File: src/rtl/core/arpcr_pkg.sv
// ----------------------------------------------------------------------------
// arpcr_pkg
// Shared types and constants of the ARP cache resolver.
// ----------------------------------------------------------------------------
package arpcr_pkg;

  // Default sizes of the address table and the pending-packet queue.
  localparam int unsigned TableEntriesDef = 16;
  localparam int unsigned QueueDepthDef   = 16;

  // Action codes of a command.
  localparam logic [1:0] ACT_TICK = 2'd0;
  localparam logic [1:0] ACT_RX   = 2'd1;
  localparam logic [1:0] ACT_TX   = 2'd2;

  // Result kinds.
  localparam logic [1:0] KIND_REQUEST = 2'd0;
  localparam logic [1:0] KIND_REPLY   = 2'd1;
  localparam logic [1:0] KIND_FORWARD = 2'd2;

  // Expected ARP header values.
  localparam logic [15:0] ARP_HTYPE_ETH  = 16'h0001;
  localparam logic [15:0] ARP_PTYPE_IPV4 = 16'h0800;
  localparam logic [7:0]  ARP_HLEN       = 8'd6;
  localparam logic [7:0]  ARP_PLEN       = 8'd4;
  localparam logic [15:0] ARP_OP_REQUEST = 16'd1;
  localparam logic [15:0] ARP_OP_REPLY   = 16'd2;

  localparam logic [47:0] BCAST_MAC = 48'hFFFF_FFFF_FFFF;

  // Register indexes of the configuration port.
  localparam logic [1:0] REG_LOCAL_IP  = 2'd0;
  localparam logic [1:0] REG_LOCAL_MAC = 2'd1;
  localparam logic [1:0] REG_LIFETIME  = 2'd2;

  localparam logic [15:0] LIFETIME_RESET = 16'd60;

  // Word widths of the two stores.
  localparam int unsigned TableWordW = 112;
  localparam int unsigned QueueWordW = 56;

  // One result frame.
  typedef struct packed {
    logic [1:0]  kind;
    logic [47:0] mac;
    logic [31:0] ip;
    logic [7:0]  tag;
    logic [15:0] protocol;
  } result_t;

endpackage

File: src/rtl/core/arpcr_ram.sv
// ----------------------------------------------------------------------------
// arpcr_ram
// Generic simple dual-port RAM with one write port and a registered read.
// ----------------------------------------------------------------------------
module arpcr_ram #(
  parameter int unsigned Width = 8,
  parameter int unsigned Depth = 16,
  localparam int unsigned AW = (Depth > 1) ? $clog2(Depth) : 1
) (
  input  logic             clk_i,
  input  logic             we_i,
  input  logic [AW-1:0]    waddr_i,
  input  logic [Width-1:0] wdata_i,
  input  logic [AW-1:0]    raddr_i,
  output logic [Width-1:0] rdata_o
);

  logic [Width-1:0] mem_q [Depth];

  // Write port.
  always_ff @(posedge clk_i) begin
    if (we_i) begin
      mem_q[waddr_i] <= wdata_i;
    end
  end

  // Registered read port.
  always_ff @(posedge clk_i) begin
    rdata_o <= mem_q[raddr_i];
  end

endmodule

File: src/rtl/core/arp_cache_resolver_unit.sv
// ----------------------------------------------------------------------------
// arp_cache_resolver_unit
// ARP resolver with an aging address table and a pending-packet queue.
// ----------------------------------------------------------------------------
// A command is taken when start is high and busy is low; busy stays high until
// the cycle in which the last result of the command is on the result ports. A
// tick only advances the seconds counter. A received ARP packet with a valid
// header runs the aging scan over every table entry, learns the sender, then
// walks the queue: each queued packet is read and looked up in the table entry
// by entry, and the walk stops at the first free queue slot or after the last
// one, then finishes; an outgoing packet is looked up in the table and, on a
// miss, the queue is scanned for a free slot. One table read port is visited
// one entry at a time. Results leave one per cycle on result_valid_o and the
// receiver cannot stall them; last_o marks the final result of a command.
module arp_cache_resolver_unit
  import arpcr_pkg::*;
#(
  parameter int unsigned TableEntries = TableEntriesDef,
  parameter int unsigned QueueDepth   = QueueDepthDef
) (
  input  logic        clk_i,
  input  logic        rst_ni,
  // Command channel
  input  logic        start,
  output logic        busy,
  input  logic [1:0]  action_i,
  input  logic [15:0] hw_type_i,
  input  logic [15:0] proto_type_i,
  input  logic [7:0]  hw_len_i,
  input  logic [7:0]  proto_len_i,
  input  logic [15:0] arp_op_i,
  input  logic [31:0] src_ip_i,
  input  logic [47:0] src_mac_i,
  input  logic [31:0] asked_ip_i,
  input  logic [31:0] dest_ip_i,
  input  logic [7:0]  packet_tag_i,
  input  logic [15:0] upper_protocol_i,
  // Result channel
  output logic        result_valid_o,
  output logic [1:0]  kind_o,
  output logic [47:0] out_mac_o,
  output logic [31:0] out_ip_o,
  output logic [7:0]  out_tag_o,
  output logic [15:0] out_protocol_o,
  output logic        last_o,
  // Configuration port
  input  logic        psel,
  input  logic        penable,
  input  logic        pwrite,
  input  logic [4:0]  paddr,
  input  logic [63:0] pwdata,
  output logic [63:0] prdata,
  output logic        pready
);

  localparam int unsigned TIW = (TableEntries > 1) ? $clog2(TableEntries) : 1;
  localparam int unsigned QIW = (QueueDepth > 1) ? $clog2(QueueDepth) : 1;

  typedef enum logic [9:0] {
    S_IDLE      = 10'b00_0000_0001,
    S_AGE_ADDR  = 10'b00_0000_0010,
    S_AGE_DATA  = 10'b00_0000_0100,
    S_LEARN     = 10'b00_0000_1000,
    S_WALK_CHK  = 10'b00_0001_0000,
    S_WALK_DATA = 10'b00_0010_0000,
    S_LK_ADDR   = 10'b00_0100_0000,
    S_LK_DATA   = 10'b00_1000_0000,
    S_QSCAN     = 10'b01_0000_0000,
    S_FINISH    = 10'b10_0000_0000
  } state_e;

  // Configuration registers.
  logic [31:0] local_ip_q;
  logic [47:0] local_mac_q;
  logic [15:0] lifetime_q;

  // Control state.
  state_e                  state_q, state_d;
  logic [31:0]             sec_q, sec_d;
  logic [TableEntries-1:0] valid_q, valid_d;
  logic [TableEntries-1:0] written_q, written_d;
  logic [QueueDepth-1:0]   pvalid_q, pvalid_d;
  logic                    found_free_q, found_free_d;
  logic                    mode_tx_q, mode_tx_d;
  logic                    held_v_q, held_v_d;
  logic                    res_valid_q, res_valid_d;
  logic                    res_last_q, res_last_d;

  // Payload registers.
  logic [TIW-1:0] tidx_q, tidx_d;
  logic [QIW-1:0] qidx_q, qidx_d;
  logic [TIW-1:0] free_slot_q, free_slot_d;
  logic [TIW-1:0] oldest_q, oldest_d;
  logic [31:0]    oldest_age_q, oldest_age_d;
  logic [31:0]    key_q, key_d;
  logic [31:0]    sip_q, sip_d;
  logic [47:0]    smac_q, smac_d;
  logic [31:0]    aip_q, aip_d;
  logic           is_req_q, is_req_d;
  logic [7:0]     ptag_q, ptag_d;
  logic [15:0]    pproto_q, pproto_d;
  result_t        held_q, held_d;
  result_t        res_q, res_d;

  // Store ports.
  logic                  tab_we;
  logic [TIW-1:0]        tab_waddr;
  logic [TableWordW-1:0] tab_wdata, tab_rdata;
  logic                  q_we;
  logic [QueueWordW-1:0] q_wdata, q_rdata;

  arpcr_ram #(.Width(TableWordW), .Depth(TableEntries)) u_table_ram (
    .clk_i   (clk_i),
    .we_i    (tab_we),
    .waddr_i (tab_waddr),
    .wdata_i (tab_wdata),
    .raddr_i (tidx_q),
    .rdata_o (tab_rdata)
  );

  arpcr_ram #(.Width(QueueWordW), .Depth(QueueDepth)) u_queue_ram (
    .clk_i   (clk_i),
    .we_i    (q_we),
    .waddr_i (qidx_q),
    .wdata_i (q_wdata),
    .raddr_i (qidx_q),
    .rdata_o (q_rdata)
  );

  // Configuration port: writes complete in the access phase.
  logic cfg_wr;
  assign pready = 1'b1;
  assign cfg_wr = psel & penable & pwrite;

  always_ff @(posedge clk_i or negedge rst_ni) begin
    if (!rst_ni) begin
      local_ip_q  <= '0;
      local_mac_q <= '0;
      lifetime_q  <= LIFETIME_RESET;
    end else if (cfg_wr) begin
      case (paddr[4:3])
        REG_LOCAL_IP:  local_ip_q  <= pwdata[31:0];
        REG_LOCAL_MAC: local_mac_q <= pwdata[47:0];
        REG_LIFETIME:  lifetime_q  <= pwdata[15:0];
        default: ;
      endcase
    end
  end

  always_comb begin
    case (paddr[4:3])
      REG_LOCAL_IP:  prdata = {32'd0, local_ip_q};
      REG_LOCAL_MAC: prdata = {16'd0, local_mac_q};
      REG_LIFETIME:  prdata = {48'd0, lifetime_q};
      default:       prdata = '0;
    endcase
  end

  // Fields of the table word; a never-written entry has a stamp of zero.
  logic [31:0] tab_ip, tab_stamp, age;
  logic [47:0] tab_mac;
  logic        t_last, q_last, hdr_ok;
  assign tab_ip    = tab_rdata[111:80];
  assign tab_mac   = tab_rdata[79:32];
  assign tab_stamp = written_q[tidx_q] ? tab_rdata[31:0] : 32'd0;
  assign age       = sec_q - tab_stamp;
  assign t_last    = (tidx_q == TIW'(TableEntries - 1));
  assign q_last    = (qidx_q == QIW'(QueueDepth - 1));
  assign hdr_ok    = (hw_type_i == ARP_HTYPE_ETH) && (proto_type_i == ARP_PTYPE_IPV4) &&
                     (hw_len_i == ARP_HLEN) && (proto_len_i == ARP_PLEN) &&
                     ((arp_op_i == ARP_OP_REQUEST) || (arp_op_i == ARP_OP_REPLY));

  // Sequencer. A new result goes to the hold register, and the one held
  // before it is sent without the last flag.
  always_comb begin
    result_t nr;
    logic    produce;
    logic    expire;
    logic    hit;
    logic [TIW-1:0] slot;

    state_d      = state_q;
    sec_d        = sec_q;
    valid_d      = valid_q;
    written_d    = written_q;
    pvalid_d     = pvalid_q;
    found_free_d = found_free_q;
    mode_tx_d    = mode_tx_q;
    held_v_d     = held_v_q;
    res_valid_d  = 1'b0;
    res_last_d   = 1'b0;
    tidx_d       = tidx_q;
    qidx_d       = qidx_q;
    free_slot_d  = free_slot_q;
    oldest_d     = oldest_q;
    oldest_age_d = oldest_age_q;
    key_d        = key_q;
    sip_d        = sip_q;
    smac_d       = smac_q;
    aip_d        = aip_q;
    is_req_d     = is_req_q;
    ptag_d       = ptag_q;
    pproto_d     = pproto_q;
    held_d       = held_q;
    res_d        = res_q;
    tab_we       = 1'b0;
    tab_waddr    = tidx_q;
    tab_wdata    = {sip_q, smac_q, sec_q};
    q_we         = 1'b0;
    q_wdata      = {key_q, ptag_q, pproto_q};
    nr           = '0;
    produce      = 1'b0;
    expire       = age > {16'd0, lifetime_q};
    hit          = valid_q[tidx_q] && (tab_ip == key_q);
    slot         = found_free_q ? free_slot_q : oldest_q;

    case (state_q)
      S_IDLE: begin
        if (start) begin
          sip_d        = src_ip_i;
          smac_d       = src_mac_i;
          aip_d        = asked_ip_i;
          is_req_d     = (arp_op_i == ARP_OP_REQUEST);
          key_d        = dest_ip_i;
          ptag_d       = packet_tag_i;
          pproto_d     = upper_protocol_i;
          tidx_d       = '0;
          qidx_d       = '0;
          found_free_d = 1'b0;
          case (action_i)
            ACT_TICK: sec_d = sec_q + 32'd1;
            ACT_RX: begin
              if (hdr_ok) begin
                state_d = S_AGE_ADDR;
              end
            end
            ACT_TX: begin
              mode_tx_d = 1'b1;
              state_d   = S_LK_ADDR;
            end
            default: ;
          endcase
        end
      end

      S_AGE_ADDR: state_d = S_AGE_DATA;

      // Expire old entries, note the first free slot and the oldest one.
      S_AGE_DATA: begin
        if (expire) begin
          valid_d[tidx_q] = 1'b0;
        end
        if (!found_free_q && (!valid_q[tidx_q] || expire)) begin
          found_free_d = 1'b1;
          free_slot_d  = tidx_q;
        end
        if ((tidx_q == '0) || (age > oldest_age_q)) begin
          oldest_d     = tidx_q;
          oldest_age_d = age;
        end
        if (t_last) begin
          state_d = S_LEARN;
        end else begin
          tidx_d  = tidx_q + TIW'(1);
          state_d = S_AGE_ADDR;
        end
      end

      S_LEARN: begin
        tab_we          = 1'b1;
        tab_waddr       = slot;
        valid_d[slot]   = 1'b1;
        written_d[slot] = 1'b1;
        mode_tx_d       = 1'b0;
        qidx_d          = '0;
        state_d         = S_WALK_CHK;
      end

      // Walk the queue until the first free slot or past the last one.
      S_WALK_CHK: begin
        if (!pvalid_q[qidx_q]) begin
          if (is_req_q && (aip_q == local_ip_q)) begin
            produce     = 1'b1;
            nr.kind     = KIND_REPLY;
            nr.mac      = smac_q;
            nr.ip       = sip_q;
          end
          state_d = S_FINISH;
        end else begin
          state_d = S_WALK_DATA;
        end
      end

      S_WALK_DATA: begin
        key_d    = q_rdata[55:24];
        ptag_d   = q_rdata[23:16];
        pproto_d = q_rdata[15:0];
        tidx_d   = '0;
        state_d  = S_LK_ADDR;
      end

      S_LK_ADDR: state_d = S_LK_DATA;

      // Table lookup, first valid match wins.
      S_LK_DATA: begin
        if (hit || t_last) begin
          if (hit) begin
            produce     = 1'b1;
            nr.kind     = KIND_FORWARD;
            nr.mac      = tab_mac;
            nr.tag      = ptag_q;
            nr.protocol = pproto_q;
          end
          if (mode_tx_q) begin
            qidx_d  = '0;
            state_d = hit ? S_FINISH : S_QSCAN;
          end else begin
            if (hit) begin
              pvalid_d[qidx_q] = 1'b0;
            end
            if (q_last) begin
              state_d = S_FINISH;
            end else begin
              qidx_d  = qidx_q + QIW'(1);
              state_d = S_WALK_CHK;
            end
          end
        end else begin
          tidx_d  = tidx_q + TIW'(1);
          state_d = S_LK_ADDR;
        end
      end

      // Miss on an outgoing packet: queue it if there is room, then request.
      S_QSCAN: begin
        if (!pvalid_q[qidx_q] || q_last) begin
          if (!pvalid_q[qidx_q]) begin
            q_we             = 1'b1;
            pvalid_d[qidx_q] = 1'b1;
          end
          produce = 1'b1;
          nr.kind = KIND_REQUEST;
          nr.mac  = BCAST_MAC;
          nr.ip   = key_q;
          state_d = S_FINISH;
        end else begin
          qidx_d = qidx_q + QIW'(1);
        end
      end

      S_FINISH: begin
        if (held_v_q) begin
          res_valid_d = 1'b1;
          res_last_d  = 1'b1;
          res_d       = held_q;
        end
        held_v_d = 1'b0;
        state_d  = S_IDLE;
      end

      default: state_d = S_IDLE;
    endcase

    if (produce) begin
      if (held_v_q) begin
        res_valid_d = 1'b1;
        res_d       = held_q;
      end
      held_d   = nr;
      held_v_d = 1'b1;
    end
  end

  // Control registers.
  always_ff @(posedge clk_i or negedge rst_ni) begin
    if (!rst_ni) begin
      state_q      <= S_IDLE;
      sec_q        <= '0;
      valid_q      <= '0;
      written_q    <= '0;
      pvalid_q     <= '0;
      found_free_q <= 1'b0;
      mode_tx_q    <= 1'b0;
      held_v_q     <= 1'b0;
      res_valid_q  <= 1'b0;
      res_last_q   <= 1'b0;
    end else begin
      state_q      <= state_d;
      sec_q        <= sec_d;
      valid_q      <= valid_d;
      written_q    <= written_d;
      pvalid_q     <= pvalid_d;
      found_free_q <= found_free_d;
      mode_tx_q    <= mode_tx_d;
      held_v_q     <= held_v_d;
      res_valid_q  <= res_valid_d;
      res_last_q   <= res_last_d;
    end
  end

  // Payload registers.
  always_ff @(posedge clk_i) begin
    tidx_q       <= tidx_d;
    qidx_q       <= qidx_d;
    free_slot_q  <= free_slot_d;
    oldest_q     <= oldest_d;
    oldest_age_q <= oldest_age_d;
    key_q        <= key_d;
    sip_q        <= sip_d;
    smac_q       <= smac_d;
    aip_q        <= aip_d;
    is_req_q     <= is_req_d;
    ptag_q       <= ptag_d;
    pproto_q     <= pproto_d;
    held_q       <= held_d;
    res_q        <= res_d;
  end

  // Outputs.
  assign busy           = (state_q != S_IDLE);
  assign result_valid_o = res_valid_q;
  assign kind_o         = res_q.kind;
  assign out_mac_o      = res_q.mac;
  assign out_ip_o       = res_q.ip;
  assign out_tag_o      = res_q.tag;
  assign out_protocol_o = res_q.protocol;
  assign last_o         = res_last_q;

endmodule
File: config.mk
export PLATFORM = sky130hd
export DESIGN_NAME = arp_cache_resolver_unit
export DESIGN_NICKNAME = d
export VERILOG_FILES = /design/src/rtl/core/arpcr_pkg.sv /design/src/rtl/core/arpcr_ram.sv /design/src/rtl/core/arp_cache_resolver_unit.sv
export SDC_FILE = /design/constraint.sdc
export NUM_CORES = 2
export LEC_CHECK = 0
export BUFFER_PORTS_ARGS = -buffer_cell sky130_fd_sc_hd__buf_2
export CORE_ASPECT_RATIO = 0.9
export CORE_UTILIZATION = 45
export DETAILED_ROUTE_END_ITERATION = 8
export PLACE_DENSITY_LB_ADDON = 0.3
export SYNTH_ARGS = -nofsm -noshare
export SYNTH_HDL_FRONTEND = slang
export SYNTH_SLANG_ARGS = --single-unit
File: constraint.sdc
create_clock -name clk_i -period 13.65 [get_ports clk_i]
set_input_delay 0.6825 -clock clk_i [delete_from_list [all_inputs] [get_ports clk_i]]
set_output_delay 0.6825 -clock clk_i [all_outputs]
set_load 0.01 [all_outputs]
# After elaboration in Yosys (flattened, before gate mapping)
# Memory sizes are Yosys's and may differ from the RTL's. A register that Yosys moved wholly into a read port is not among the register bits.
# Cells that the tools add are included.
# Widths: inputs -> output; s select.
# op_classes
add_sub_neg	4
multipliers	0
div_mod_pow	0
magnitude_cmp	8
n_eq_ne	40
shift	0
n_mux	87
n_bitwise	9
n_reduce_logical	45
# op_table
cell	n
$mux 106	4
$mux 81	2
$pmux 50 s3	1
$pmux 48 s3	1
$pmux 32 s2	2
$mux 16	7
$mux 50	2
$pmux 16 s2	3
$pmux 10 s9	1
$mux 10	8
$mux 80	1
$eq 32x32->1	2
$mux 32	2
$or 16x16->16	3
$mux 4	10
$add 32x1->32 const B	1
$and 16x16->16	2
$eq 16x1->1 const B	2
$gt 32x16->1	1
$gt 32x32->1	1
$not 16->16	2
$pmux 4 s4	2
$sub 32x32->32	1
$mux 1	29
other kinds (44)	103
# word_totals
regBits	620
latchBits	0
ramBits	2688
mem_bits_ro	0
input_bits	309
out_inout_bits	174
wordCells	230
n_memories	2
# mem_list
name	depth	word_bits	read_ports	rd_clocked_by_memory_dff	write_ports	line	rtl
u_table_ram.mem_q	16	112	1	1	1	arpcr_ram.sv:18	logic [Width-1:0] mem_q [Depth];
u_queue_ram.mem_q	16	56	1	1	1	arpcr_ram.sv:18	

# Longest topological paths before layout
# logic_depth
word_depth	10
mapped_depth	25
mapped_depth_nobuf	22

# Modules after synthesis
# From an unflattened synthesis, not the netlist that was laid out.
# unflattened
cells_unflattened	6563
hier_area_um2	133272.8
# modules_own_cells
mod	instances	cells_each	area_per_inst_um2	seq_area_each_um2
arpcr_ram at u_table_ram	1	2864	69180.1	56053.8
arpcr_ram at u_queue_ram	1	1445	34678.3	28026.9
arp_cache_resolver_unit	1	2254	29414.5	17668.2

# Worst setup path before layout
# Ideal clock, no wire load.
# synth_path
path_type	reg2reg
start	register tidx_q[0]
end	register oldest_age_q[0], enable pin
setup_ns	0.484
arrival_ns	7.338
t_required_ns	13.166
path_slack_ns	5.827
path_stages_with_launch	23
path_buffers	1
synth_period_minus_slack_ns	7.823
path_cell_list	edfxtp_1 > buf_2 > mux4_2 > mux4_2 > and2_1 > ha_1 > fa_1 > nand2b_1 > a21oi_1 > o21ai_0 > o211ai_1 > a21boi_0 > xnor2_1 > ha_1 > a21o_1 > a21o_1 > a21o_1 > a21o_1 > a21o_1 > nor2_1 > o21ai_0 > a21oi_1 > a211oi_1
# synth_via
elab_chain_len	7
elab_cells_between_ends	8
cone_classes	add/sub (1); order compare (1); mux (3); reduce/logical (3)
# synth_lines
item	line	rtl
start, declared	arp_cache_resolver_unit.sv:90	logic [TIW-1:0] tidx_q, tidx_d;
start signal, assigned	arp_cache_resolver_unit.sv:403	tidx_q <= tidx_d;
$bmux 1 s4	arp_cache_resolver_unit.sv:165	assign tab_stamp = written_q[tidx_q] ? tab_rdata[31:0] : 32'd0;
$mux 1 (implied by the code)	arp_cache_resolver_unit.sv:165	
$mux 32	arp_cache_resolver_unit.sv:165	
$sub 32x32->32	arp_cache_resolver_unit.sv:166	assign age = sec_q - tab_stamp;
$gt 32x32->1	arp_cache_resolver_unit.sv:257	if ((tidx_q == '0) || (age > oldest_age_q)) begin
$logic_or 1x1->1 *	arp_cache_resolver_unit.sv:257	
$reduce_and 2->1 (no source line) *	-	
end signal, assigned	arp_cache_resolver_unit.sv:407	oldest_age_q <= oldest_age_d;
end, declared	arp_cache_resolver_unit.sv:94	logic [31:0] oldest_age_q, oldest_age_d;
# Mark *: on every way between the ends. The rest lies on a longest branch, timed or not. The select of a mux whose other input is x is not followed.
# A chain may end at the register's enable or synchronous reset.

# Worst setup path after layout
# layout_path
start	register tidx_q[3]
end	register found_free_q
# layout_via
elab_chain_len	9
elab_cells_between_ends	12
cone_classes	add/sub (1); order compare (1); eq/ne (1); mux (5); reduce/logical (4)
# layout_lines
item	line	rtl
$bmux 1 s4	arp_cache_resolver_unit.sv:165	
$mux 1 (implied by the code)	arp_cache_resolver_unit.sv:165	
$mux 32	arp_cache_resolver_unit.sv:165	
$sub 32x32->32	arp_cache_resolver_unit.sv:166	
named net age[10]	arp_cache_resolver_unit.sv:160	logic [31:0] tab_ip, tab_stamp, age;
$gt 32x16->1	arp_cache_resolver_unit.sv:213	expire = age > {16'd0, lifetime_q};
$logic_or 1x1->1	arp_cache_resolver_unit.sv:253	if (!found_free_q && (!valid_q[tidx_q] || expire)) begin
$logic_and 1x1->1	arp_cache_resolver_unit.sv:253	
$ne 2x2->1 (no source line)	-	
$reduce_and 3->1 (no source line)	-	
end signal, assigned	arp_cache_resolver_unit.sv:393	found_free_q <= found_free_d;
end, declared	arp_cache_resolver_unit.sv:83	logic found_free_q, found_free_d;
# The timed path passes the listed nets, and every way through them passes these cells. The select of a mux whose other input is x is not followed.

==> impl_metrics.json <==
{
  "die_h_um": 519,
  "pre_cts_ws_ns": 5.93,
  "grt_usage_pct": 21.2,
  "dpl.hpwl_um": 168000,
  "cts_setup_buffers": 0,
  "drc": 0,
  "wirelength_um": 319000,
  "dp_cells": 10400,
  "cts_tree": "yes",
  "io_pins": 483,
  "io_buffers": 446,
  "antenna_found_initial": 24,
  "hold_viol": 0,
  "grt_setup_unrepaired": "no",
  "via_per_inst": 5.83,
  "fin_nets": 7389,
  "die_w_um": 576,
  "final_cell_area_sq_mm": 0.153,
  "start_kind": "flip-flop",
  "final_max_slew_viol_count": 0,
  "synth_top_family_by_area": "multiplexers",
  "drive_gt1_share_pct": 29.7,
  "yosys_most_used_dff": "edfxtp_1",
  "async_reset_ff_share_pct": 5.49,
  "root_buffer": "clkbuf_16",
  "drt_iter0_drc": 6945,
  "synth_xor_area_share_pct": 0.833,
  "final.setup.worst_slack_ns": 5.89,
  "path_class": "flip-flop to flip-flop",
  "fmax_ghz": 0.129,
  "cp_data_arrival_time_ns": 8.50,
  "finClkSkew_ns": 0.0590,
  "fin_cells": 11200,
  "placed_cell_area_sq_mm": 0.141,
  "synth_edf_count": 3117,
  "worst_setup_path_end_kind": "flip-flop",
  "finalPower_mw": 24.8,
  "synthSimpleGateAreaFrac_pct": 2.50,
  "path_max_fanout": 47,
  "worst_pin_slew_ns": 1.22,
  "dieArea_sq_mm": 0.299,
  "overflow": 0,
  "insertion_delay_ns": 0.89,
  "yosysUniqueCellTypes": 78,
  "wire_per_inst_um": 28.5,
  "cts_buffer_depth": 4,
  "htree_levels": 5,
  "vias": 65400,
  "initial_core_util_pct": 45.3,
  "numCtsBuffers": 347,
  "cap_violations": 0,
  "pwr_density_cell_mw_per_mm2": 162,
  "post-route-min-period_ns": 7.76,
  "clock_sinks": 3476,
  "grt_pass1_vias": 66800,
  "core_area_sq_mm": 0.295,
  "worstPathRequired_ns": 14.39,
  "fp-row-count": 189,
  "peakVddDrop_mv": 0.101,
  "synth-compound-area-share_pct": 1.77,
  "finalCritPeriodShare_pct": 56.8,
  "status": "finished, final reports clean",
  "synth_warnings": 0,
  "grt_max_degree": 127,
  "setup-violations-final": 0,
  "hp-class": "input pin to flip-flop",
  "slew_headroom_pct": 17.8,
  "area_growth_pct": 14.9,
  "grt_pass1_wl_um": 463000,
  "postSynthAreaPerCell_sq_um": 21.4,
  "nFillCells": 22800,
  "muxShareOfSynthArea_pct": 16.6,
  "finalSetupTns_ns": 0,
  "cts.clk_slew.worst_paths_ns": 0.06,
  "ant_nets": 0,
  "synth-adder-area-share_pct": 0.868,
  "synthCells": 6245,
  "leakage_nw": 51.8,
  "ys_ff_latch": 3476,
  "ys_seq_area_share_pct": 76.2,
  "finalCoreUtilization_pct": 52.0,
  "syn_area_sq_mm": 0.134,
  "whs_ns": 0.0491,
  "place.gp.congestion": 0.830,
  "dr.pass1.iters": 5
}
## sequential cells by signal (all words and copies together) (netlist names), 8 cells and up, named ones only
| name | cells |
|---|---|
| aip_q | 32 |
| pproto_q | 16 |
| oldest_age_q | 32 |
| ptag_q | 8 |
| key_q | 32 |
| u_queue_ram.rdata_o | 56 |
| sip_q | 32 |
| u_table_ram.rdata_o | 112 |
| sec_q | 32 |
| u_queue_ram.mem_q | 896 |
| smac_q | 48 |
| local_ip_q | 32 |
| lifetime_q | 16 |
| valid_q | 16 |
| state_q | 10 |
| local_mac_q | 48 |
| written_q | 16 |
| held_q | 106 |
| u_table_ram.mem_q | 1792 |
## Yosys cell counts (72+ instances only)
library cell  count  area (sq um)
a21oi_1          72           360
o21ai_0          86           430
clkbuf_1        221           830
mux2i_1         139          1390
ha_1             91          1140
mux2_2          139          1570
inv_1            76           285
dfxtp_1         168          3360
nor2_1          224           841
mux4_2          855         19300
nand2_1         141           529
dfrtp_1         186          4650
edfxtp_1       3117         93600
## final cells by class
type / instances / area [sq um] / share of cell area [%]
antenna: 11 / 27.5 / 0.0179
sequential: 3476 / 102000 / 66.3
tap: 3915 / 4900 / 3.19
multi-input combinational: 2384 / 30500 / 19.9
inverter: 76 / 290 / 0.189
clock buffer: 487 / 9840 / 6.41
timing repair buffer: 703 / 4570 / 2.98
clock inverter: 151 / 1540 / 1.01
## worst paths after layout
kind	from	endpoint	cells past startpoint	slack, ns
setup / recovery	tidx_q[3]	found_free_q	22	5.89
hold / removal	src_ip_i[8]	sip_q[8]	1	0.05
setup reg to reg	tidx_q[3]	found_free_q	22	5.89
hold reg to reg	written_q[10]	written_q[10]	1	0.47
max in group asynchronous	rst_ni	written_q[2]	4	11.11
min in group asynchronous	rst_ni	local_ip_q[30]	2	0.44
## timing repair
| item | in CTS | in global routing |
|---|---|---|
| resized for setup | 0 | 0 |
| hold buffers | 123 | 0 |
| endpoints found under the hold margin | 205 | 0 |
## power breakdown
part           switching, mW  internal [mW]
Sequential             0.391           12.1
Combinational           1.45           1.38
Clock                   3.97           5.57
## routing by layer
metal  vias up  share of wire (%)  track usage [%]
li1      27200                  -                -
met1     35000                 42             30.2
met2      2643                 49             34.3
met3       507                6.9             3.23
met4        20                2.6             5.65
met5         -              0.040                0
## cells by family after synthesis
| logic type | count (synthesis) |
|---|---|
| other | 2 |
| DFF | 3476 |
| muxes | 1133 |
| and+or+nand+nor | 674 |
| buffers and inverters | 400 |
| xor gates and xnor gates | 127 |
| AOI/OAI and AO/OA | 341 |
| adders and majority gates | 92 |
## placed cells by master, fill, tap and decap left out, types with 30 or more instances in the layout
master         Yosys  layout
a221o_1           48      48
clkbuf_8           0      49
edfxtp_1        3117    3117
ha_1              91      91
inv_1             76      75
nand3_1           30      30
dlygate4sd3_1      0     123
clkinv_2           0      58
dfrtp_1          186     185
clkinv_1           0      40
a21oi_1           72      71
nand4_1           42      42
xor2_1            64      64
nand2_1          141     141
mux4_2           855     855
clkbuf_16          0     354
clkbuf_1         221      85
mux2_2           139     139
and3_1            50      50
dfxtp_1          168     168
buf_4             17     127
nor4_1            32      32
mux2i_1          139     139
o21ai_0           86      85
a22o_1            33      33
xnor2_1           63      63
buf_2             23     445
nor2_1           224     204
## critical path: stages, from the launching register on
cell and delay (ns):
edfxtp_1 0.35, buf_4 0.76, mux4_2 0.42, mux4_2 0.47, buf_4 0.25, and2_1 0.22
ha_1 0.21, fa_1 0.44, nand2b_1 0.19, a21oi_1 0.31, nor2_1 0.14, a22o_1 0.29
o21ai_0 0.22, xor2_1 0.37, ha_1 0.21, nand4_1 0.06, or2_2 0.29, or3_1 0.38
nor2b_1 0.16, a2111o_1 0.41, nor4_1 0.16, nand4_1 0.72, o31a_1 0.53
(Power assumes the default switching activity.)
